File: src/scs1_pkg.sv
`timescale 1ns / 1ps
`default_nettype none

package scs1_pkg;

    // Request codes carried on the op port.
    localparam logic [1:0] OP_BYTE       = 2'd0;
    localparam logic [1:0] OP_READ_CHAR  = 2'd1;
    localparam logic [1:0] OP_READ_EVENT = 2'd2;
    localparam logic [1:0] OP_CLEAR      = 2'd3;

    localparam int CODE_W  = 7;
    localparam int EVENT_W = 8;

    // Requests into the event queue for one beat.
    typedef struct packed {
        logic push;
        logic pop;
        logic clear;
    } t_evt_req;

    // Registered answer of the event queue, valid the cycle after a pop.
    typedef struct packed {
        logic              hit;
        logic [CODE_W-1:0] code;
        logic              pressed;
    } t_evt_rd;

    // Requests into the character ring for one beat.
    typedef struct packed {
        logic push;
        logic pop;
    } t_chr_req;

    // Registered answer of the character ring.
    typedef struct packed {
        logic              hit;
        logic [CODE_W-1:0] code;
    } t_chr_rd;

    // US layout set-1 make code to ASCII; zero means no character.
    function automatic logic [CODE_W-1:0] set1_to_ascii(input logic [CODE_W-1:0] code);
        logic [CODE_W-1:0] ch;
        begin
            case (code)
                7'd1:  ch = 7'd27;
                7'd2:  ch = 7'd49;
                7'd3:  ch = 7'd50;
                7'd4:  ch = 7'd51;
                7'd5:  ch = 7'd52;
                7'd6:  ch = 7'd53;
                7'd7:  ch = 7'd54;
                7'd8:  ch = 7'd55;
                7'd9:  ch = 7'd56;
                7'd10: ch = 7'd57;
                7'd11: ch = 7'd48;
                7'd12: ch = 7'd45;
                7'd13: ch = 7'd61;
                7'd14: ch = 7'd8;
                7'd15: ch = 7'd9;
                7'd16: ch = 7'd113;
                7'd17: ch = 7'd119;
                7'd18: ch = 7'd101;
                7'd19: ch = 7'd114;
                7'd20: ch = 7'd116;
                7'd21: ch = 7'd121;
                7'd22: ch = 7'd117;
                7'd23: ch = 7'd105;
                7'd24: ch = 7'd111;
                7'd25: ch = 7'd112;
                7'd26: ch = 7'd91;
                7'd27: ch = 7'd93;
                7'd28: ch = 7'd10;
                7'd30: ch = 7'd97;
                7'd31: ch = 7'd115;
                7'd32: ch = 7'd100;
                7'd33: ch = 7'd102;
                7'd34: ch = 7'd103;
                7'd35: ch = 7'd104;
                7'd36: ch = 7'd106;
                7'd37: ch = 7'd107;
                7'd38: ch = 7'd108;
                7'd39: ch = 7'd59;
                7'd40: ch = 7'd39;
                7'd41: ch = 7'd96;
                7'd43: ch = 7'd92;
                7'd44: ch = 7'd122;
                7'd45: ch = 7'd120;
                7'd46: ch = 7'd99;
                7'd47: ch = 7'd118;
                7'd48: ch = 7'd98;
                7'd49: ch = 7'd110;
                7'd50: ch = 7'd109;
                7'd51: ch = 7'd44;
                7'd52: ch = 7'd46;
                7'd53: ch = 7'd47;
                7'd55: ch = 7'd42;
                7'd57: ch = 7'd32;
                7'd71: ch = 7'd55;
                7'd72: ch = 7'd56;
                7'd73: ch = 7'd57;
                7'd74: ch = 7'd45;
                7'd75: ch = 7'd52;
                7'd76: ch = 7'd53;
                7'd77: ch = 7'd54;
                7'd78: ch = 7'd43;
                7'd79: ch = 7'd49;
                7'd80: ch = 7'd50;
                7'd81: ch = 7'd51;
                7'd82: ch = 7'd48;
                7'd83: ch = 7'd46;
                default: ch = '0;
            endcase
            return ch;
        end
    endfunction

endpackage

`default_nettype wire

File: src/scs1_event_queue.sv
`timescale 1ns / 1ps
`default_nettype none

// Event FIFO held in a synchronous RAM with a fill count.
module scs1_event_queue
    import scs1_pkg::*;
#(
    parameter int DEPTH = 64
) (
    input  wire logic               i_clk,
    input  wire logic               i_rst_n,
    input  wire t_evt_req           i_req,
    input  wire logic [EVENT_W-1:0] i_data,
    output t_evt_rd                 o_rd
);

    localparam int AW = $clog2(DEPTH);
    localparam int FW = $clog2(DEPTH + 1);

    logic [EVENT_W-1:0] r_mem [DEPTH];
    logic [EVENT_W-1:0] r_rd_data;
    logic [AW-1:0]      r_wr_pos, n_wr_pos;
    logic [AW-1:0]      r_rd_pos, n_rd_pos;
    logic [FW-1:0]      r_fill, n_fill;
    logic               r_hit, n_hit;
    logic               do_push, do_pop;

    assign do_push = i_req.push && (r_fill != FW'(DEPTH));
    assign do_pop  = i_req.pop && (r_fill != '0);

    always_comb begin
        n_wr_pos = r_wr_pos;
        n_rd_pos = r_rd_pos;
        n_fill   = r_fill;
        n_hit    = do_pop;
        if (do_push) begin
            n_wr_pos = (r_wr_pos == AW'(DEPTH - 1)) ? '0 : r_wr_pos + 1'b1;
            n_fill   = r_fill + 1'b1;
        end
        if (do_pop) begin
            n_rd_pos = (r_rd_pos == AW'(DEPTH - 1)) ? '0 : r_rd_pos + 1'b1;
            n_fill   = r_fill - 1'b1;
        end
        if (i_req.clear) begin
            n_rd_pos = r_wr_pos;
            n_fill   = '0;
        end
    end

    always_ff @(posedge i_clk) begin
        if (!i_rst_n) begin
            r_wr_pos <= '0;
            r_rd_pos <= '0;
            r_fill   <= '0;
            r_hit    <= 1'b0;
        end else begin
            r_wr_pos <= n_wr_pos;
            r_rd_pos <= n_rd_pos;
            r_fill   <= n_fill;
            r_hit    <= n_hit;
        end
    end

    always_ff @(posedge i_clk) begin
        if (do_push) begin
            r_mem[r_wr_pos] <= i_data;
        end
        if (do_pop) begin
            r_rd_data <= r_mem[r_rd_pos];
        end
    end

    assign o_rd.hit     = r_hit;
    assign o_rd.code    = r_hit ? r_rd_data[CODE_W-1:0] : '0;
    assign o_rd.pressed = r_hit & r_rd_data[EVENT_W-1];

endmodule

`default_nettype wire

File: src/scs1_char_ring.sv
`timescale 1ns / 1ps
`default_nettype none

// Character ring in a synchronous RAM; a full flag tells full from empty.
module scs1_char_ring
    import scs1_pkg::*;
#(
    parameter int DEPTH = 256
) (
    input  wire logic              i_clk,
    input  wire logic              i_rst_n,
    input  wire t_chr_req          i_req,
    input  wire logic [CODE_W-1:0] i_data,
    output t_chr_rd                o_rd
);

    localparam int AW = $clog2(DEPTH);

    logic [CODE_W-1:0] r_mem [DEPTH];
    logic [CODE_W-1:0] r_rd_data;
    logic [AW-1:0]     r_wr_pos, n_wr_pos;
    logic [AW-1:0]     r_rd_pos, n_rd_pos;
    logic              r_full, n_full;
    logic              r_hit, n_hit;
    logic              do_push, do_pop;

    assign do_push = i_req.push && !r_full;
    assign do_pop  = i_req.pop && (r_full || (r_wr_pos != r_rd_pos));

    always_comb begin
        n_wr_pos = r_wr_pos;
        n_rd_pos = r_rd_pos;
        n_full   = r_full;
        n_hit    = do_pop;
        if (do_push) begin
            n_wr_pos = (r_wr_pos == AW'(DEPTH - 1)) ? '0 : r_wr_pos + 1'b1;
            n_full   = (n_wr_pos == r_rd_pos);
        end
        if (do_pop) begin
            n_rd_pos = (r_rd_pos == AW'(DEPTH - 1)) ? '0 : r_rd_pos + 1'b1;
            n_full   = 1'b0;
        end
    end

    always_ff @(posedge i_clk) begin
        if (!i_rst_n) begin
            r_wr_pos <= '0;
            r_rd_pos <= '0;
            r_full   <= 1'b0;
            r_hit    <= 1'b0;
        end else begin
            r_wr_pos <= n_wr_pos;
            r_rd_pos <= n_rd_pos;
            r_full   <= n_full;
            r_hit    <= n_hit;
        end
    end

    always_ff @(posedge i_clk) begin
        if (do_push) begin
            r_mem[r_wr_pos] <= i_data;
        end
        if (do_pop) begin
            r_rd_data <= r_mem[r_rd_pos];
        end
    end

    assign o_rd.hit  = r_hit;
    assign o_rd.code = r_hit ? r_rd_data : '0;

endmodule

`default_nettype wire

File: src/scancode_set1_keyboard_queue.sv
`timescale 1ns / 1ps
`default_nettype none

// Set-1 keyboard scancode queue with US ASCII translation.
// A request beat is taken when start is high and busy is low. i_op selects
// a scancode byte (i_scan_byte), a character read, an event read or a clear
// of the event queue. Every accepted beat gives exactly one result beat,
// marked by o_valid, in the next cycle. Fields that do not belong to the
// request are zero, so byte and clear beats return all zeros.
// A byte beat pushes its 7-bit code and press flag into the event RAM and,
// for a press with a table entry, the character into the character RAM.
// Read beats fetch the head entry from the RAM that port owns; the RAM read
// is registered, and the pointers move on the accept edge.
// A new request may be issued in every cycle while busy is low: one beat
// per clock is the sustained rate, with at most one access per RAM.
// Synchronous reset empties both queues and holds busy high for the first
// clock after reset is released. Results cannot be stalled; the receiver
// must take each o_valid beat in the cycle it appears.
module scancode_set1_keyboard_queue
    import scs1_pkg::*;
#(
    parameter int EVENT_DEPTH = 64,
    parameter int CHAR_DEPTH  = 256
) (
    input  wire logic              i_clk,
    input  wire logic              i_rst_n,
    input  wire logic              start,
    input  wire logic [1:0]        i_op,
    input  wire logic [7:0]        i_scan_byte,
    output logic                   busy,
    output logic                   o_valid,
    output logic                   o_char_valid,
    output logic [CODE_W-1:0]      o_char_code,
    output logic                   o_event_valid,
    output logic [CODE_W-1:0]      o_event_code,
    output logic                   o_event_pressed
);

    logic              r_busy;
    logic              r_strobe;
    logic              accept;
    logic              pressed;
    logic [CODE_W-1:0] ascii;
    t_evt_req          evt_req;
    t_chr_req          chr_req;
    t_evt_rd           evt_rd;
    t_chr_rd           chr_rd;

    assign accept = start && !r_busy;

    // Bit 7 clear means a make code; prefix bytes fall out as releases.
    assign pressed = ~i_scan_byte[7];
    assign ascii   = set1_to_ascii(i_scan_byte[CODE_W-1:0]);

    assign evt_req.push  = accept && (i_op == OP_BYTE);
    assign evt_req.pop   = accept && (i_op == OP_READ_EVENT);
    assign evt_req.clear = accept && (i_op == OP_CLEAR);

    // The event queue may be full while the character ring still takes
    // the translated character, so the two pushes are independent.
    assign chr_req.push = accept && (i_op == OP_BYTE) && pressed && (ascii != '0);
    assign chr_req.pop  = accept && (i_op == OP_READ_CHAR);

    scs1_event_queue #(
        .DEPTH (EVENT_DEPTH)
    ) u_evt (
        .i_clk   (i_clk),
        .i_rst_n (i_rst_n),
        .i_req   (evt_req),
        .i_data  ({pressed, i_scan_byte[CODE_W-1:0]}),
        .o_rd    (evt_rd)
    );

    scs1_char_ring #(
        .DEPTH (CHAR_DEPTH)
    ) u_chr (
        .i_clk   (i_clk),
        .i_rst_n (i_rst_n),
        .i_req   (chr_req),
        .i_data  (ascii),
        .o_rd    (chr_rd)
    );

    always_ff @(posedge i_clk) begin
        if (!i_rst_n) begin
            r_busy   <= 1'b1;
            r_strobe <= 1'b0;
        end else begin
            r_busy   <= 1'b0;
            r_strobe <= accept;
        end
    end

    assign busy            = r_busy;
    assign o_valid         = r_strobe;
    assign o_char_valid    = chr_rd.hit;
    assign o_char_code     = chr_rd.code;
    assign o_event_valid   = evt_rd.hit;
    assign o_event_code    = evt_rd.code;
    assign o_event_pressed = evt_rd.pressed;

endmodule

`default_nettype wire

File: config.mk
export PLATFORM = sky130hd
export DESIGN_NAME = scancode_set1_keyboard_queue
export DESIGN_NICKNAME = d
export VERILOG_FILES = /design/src/scs1_pkg.sv /design/src/scs1_event_queue.sv /design/src/scs1_char_ring.sv /design/src/scancode_set1_keyboard_queue.sv
export SDC_FILE = /design/constraint.sdc
export NUM_CORES = 2
export LEC_CHECK = 0
export BUFFER_PORTS_ARGS = -buffer_cell sky130_fd_sc_hd__buf_2
export CORE_MARGIN = 2
export CORE_UTILIZATION = 50
export DETAILED_ROUTE_END_ITERATION = 12
export PLACE_DENSITY = 0.62
export RECOVER_POWER = 100
export SLEW_MARGIN = 20
export SYNTH_ARGS = -nofsm -noshare
export SYNTH_HDL_FRONTEND = slang
export SYNTH_SLANG_ARGS = --single-unit
File: constraint.sdc
create_clock -name i_clk -period 19.47 [get_ports i_clk]
set_input_delay 3.894 -clock i_clk [delete_from_list [all_inputs] [get_ports i_clk]]
set_output_delay 3.894 -clock i_clk [all_outputs]
set_load 0.005 [all_outputs]
==> flow_summary.json <==
{
  "dieArea_sq_um": 190000,
  "drv_cap": 30,
  "cp.arrival_ns": 14.01,
  "period_needed_ns": 13.52,
  "hold_class": "flip-flop to flip-flop",
  "synth.top_cell.area_share": 0.747,
  "io_buffers": 31,
  "timing.final.crit_share": 0.694,
  "postRouteAntennaNets": 0,
  "pwr-share-comb": 0.024,
  "ys_warn_count": 0,
  "post_cts_resized": 0,
  "placed_area_sq_um": 96300,
  "layout_commonest_cell": "edfxtp_1",
  "tns_ns": 0,
  "dr.pass1.iters": 6,
  "numClockSinks": 2359,
  "routed.top_layer": "met5",
  "wirelength_um": 249000,
  "p_int_w": 0.00818,
  "first_global_vias": 47372,
  "fp.coreArea_sq_um": 185000,
  "htreeDepth": 4,
  "rows": 158,
  "ys_async_sr_fraction": 0,
  "root_buffer": "clkbuf_16",
  "post_cts_buffers": 0,
  "worst_slack_ns": 5.95,
  "p_clk_frac": 0.427,
  "startpoint_type": "primary input",
  "crit_required_ns": 19.96,
  "num_io_pins": 32,
  "hold_viol": 0,
  "grt_pass1_wl_um": 354000,
  "rsz0062_at_grt": "false",
  "start_util": 0.503,
  "worst_setup_path_end_kind": "flip-flop",
  "grt_max_degree": 151,
  "timing_worst_setup_path_type": "primary input to flip-flop",
  "cp_max_fo": 90,
  "grt_overflow": 0,
  "p_leak_nw": 29.1,
  "synth_nets": 4679,
  "drc": 0,
  "wl_met2_um": 114000,
  "p_switching_w": 0.00213,
  "dp_cells": 6980,
  "cts_hold_buf": 0,
  "status": "finished, violations left",
  "antenna_found_initial": 13,
  "drt-vias-per-instance": 6.45,
  "synth.area.top_cells": "edfxtp_1 (75%), mux4_2 (13%), mux2i_1 (2.3%), nor2_1 (1.5%), dfxtp_1 (0.86%)",
  "syn_area_sq_um": 93300,
  "fillers": 13961,
  "globalplace.congestion": 0.898,
  "powerDensity_nw_per_um2": 99.5,
  "clk_latency_ns": 0.89,
  "netlist_instances": 4641,
  "slew_viol_final": 1636,
  "cts_buffers": 230,
  "die_w_um": 436,
  "die_h_um": 436,
  "drive_gt1_frac": 0.213,
  "ys.flop_type": "edfxtp_1",
  "synth_cell_types": 74,
  "holdWs_ns": 0.543,
  "hpwl_um": 149000,
  "p_seq_frac": 0.549,
  "vias": 47886,
  "layout.cells.non_filler": 7419,
  "place_ws_ns": 9.77,
  "worst_pin_slew_ns": 4.31,
  "design_area_sq_um": 104000,
  "syn_area_per_cell_sq_um": 20.1,
  "area_growth_pct": 11.1,
  "violations": "capacitance limit, slew limit",
  "wl_per_cell_um": 33.6,
  "synth-edff-count": 2319,
  "synth_area_leader_cell": "edfxtp_1",
  "wl_met1_um": 103000,
  "layout_common_cells": "edfxtp_1 (2319), mux4_2 (537), nor2_1 (369)",
  "max_freq_mhz": 74.0,
  "slew-limit-headroom": -1.87,
  "peakVddDrop_mv": 0.0954,
  "final-setup-viol-count": 0,
  "clk_transition_reported_paths_ns": 0.06,
  "grt_util_all_layers": 0.261,
  "finalClockSkew_ns": 0.0342,
  "drt_iter0_drc": 6776,
  "dr_wl_met3_um": 24000,
  "clk_path_buf_depth": 3,
  "swShare": 0.207,
  "synth_seq_cells": 2359,
  "cts_tree": "built",
  "nets": 4770,
  "ys_seq_area_frac": 0.755
}
metal layers:
| layer | up-vias | GRT usage |
|---|---|---|
| met5 | - | 0 |
| met4 | 4 | 0.0839 |
| met3 | 417 | 0.0549 |
| met2 | 2665 | 0.387 |
| met1 | 25400 | 0.391 |
| li1 | 19400 | - |
cell type report:
type	count	area [sq um]	area share
multi-input cells	1971	21500	0.208
inverters	26	101	0.000978
clock buffers	276	5980	0.0577
clock inverters	154	1460	0.0141
repair buffers	144	961	0.00928
well taps	2480	3100	0.0300
flip-flops and latches	2359	70500	0.680
diodes	9	22.5	0.000217
flip-flops by register name (all words and copies together), names as in the netlist:
register,flops
u_chr.r_rd_data,7
u_chr.r_hit,1
busy,1
u_chr.r_mem,1792
u_evt.r_hit,1
u_chr.r_full,1
o_valid,1
u_evt.r_fill,7
u_chr.r_rd_pos,8
u_evt.r_rd_data,8
u_evt.r_mem,512
u_evt.r_rd_pos,6
u_evt.r_wr_pos,6
u_chr.r_wr_pos,8
metrics by stage:
step / util / power [W]
2_1_floorplan: - / 0.00592
3_3_place_gp: 0.519 / 0.00601
3_5_place_dp: 0.519 / 0.00601
4_1_cts: 0.559 / 0.0104
5_1_grt: 0.559 / 0.0106
6_report: 0.559 / 0.0103
cell families after synthesis:
logic type | after synthesis | share of synthesized area
mux | 774 | 0.155
xor+xnor | 29 | 0.00272
compound gates | 447 | 0.0332
flops | 2359 | 0.755
buf+inv | 311 | 0.0152
simple gates | 696 | 0.0350
fa+ha+maj | 25 | 0.00343
power groups by stage:
stage          registers [W]  clock network, W  logic [W]
6_report             0.00566           0.00440   0.000249
3_5_place_dp         0.00575                 0   0.000257
3_3_place_gp         0.00575                 0   0.000260
4_1_cts              0.00565           0.00445   0.000257
5_1_grt              0.00566           0.00465   0.000266
2_1_floorplan        0.00581                 0   0.000109
path summary, 6_finish.rpt:
| check | slack, ns | to | start | cells past startpoint |
|---|---|---|---|---|
| min reg2reg | 0.54 | u_evt.r_fill[4] | u_evt.r_fill[4] | 2 |
| min | 0.54 | u_evt.r_fill[4] | u_evt.r_fill[4] | 2 |
| max | 5.95 | u_chr.r_mem[71][0] | i_scan_byte[3] | 11 |
| max reg2reg | 7.51 | u_chr.r_rd_data[4] | u_chr.r_rd_pos[0] | 10 |
worst max-delay path, cell delays in order:
cell      delay, ns
buf_2          0.08
clkbuf_1       2.49
clkinv_1       1.10
a311oi_1       0.47
a311oi_1       0.12
o32ai_4        0.41
clkbuf_1       2.71
or4_4          0.80
nand4_2        0.71
buf_4          0.52
nor2_1         0.58
synth_stat cells, types with 18 or more instances:
| cell type | n |
|---|---|
| edfxtp_1 | 2319 |
| buf_4 | 22 |
| buf_2 | 62 |
| nand3_1 | 37 |
| and2_1 | 24 |
| mux4_2 | 537 |
| ha_1 | 24 |
| nand2_1 | 114 |
| nor2_1 | 371 |
| clkbuf_1 | 141 |
| o22ai_1 | 52 |
| a21oi_1 | 83 |
| dfxtp_1 | 40 |
| mux2i_1 | 218 |
| inv_1 | 19 |
| nor2b_1 | 26 |
| a22oi_1 | 43 |
| nor3_1 | 36 |
| a211oi_1 | 40 |
| xor2_1 | 18 |
| o21ai_0 | 55 |
| buf_1 | 48 |
| o221ai_1 | 29 |
| mux2_2 | 19 |
| a221oi_1 | 24 |
Power figures use the tool's default switching activity.
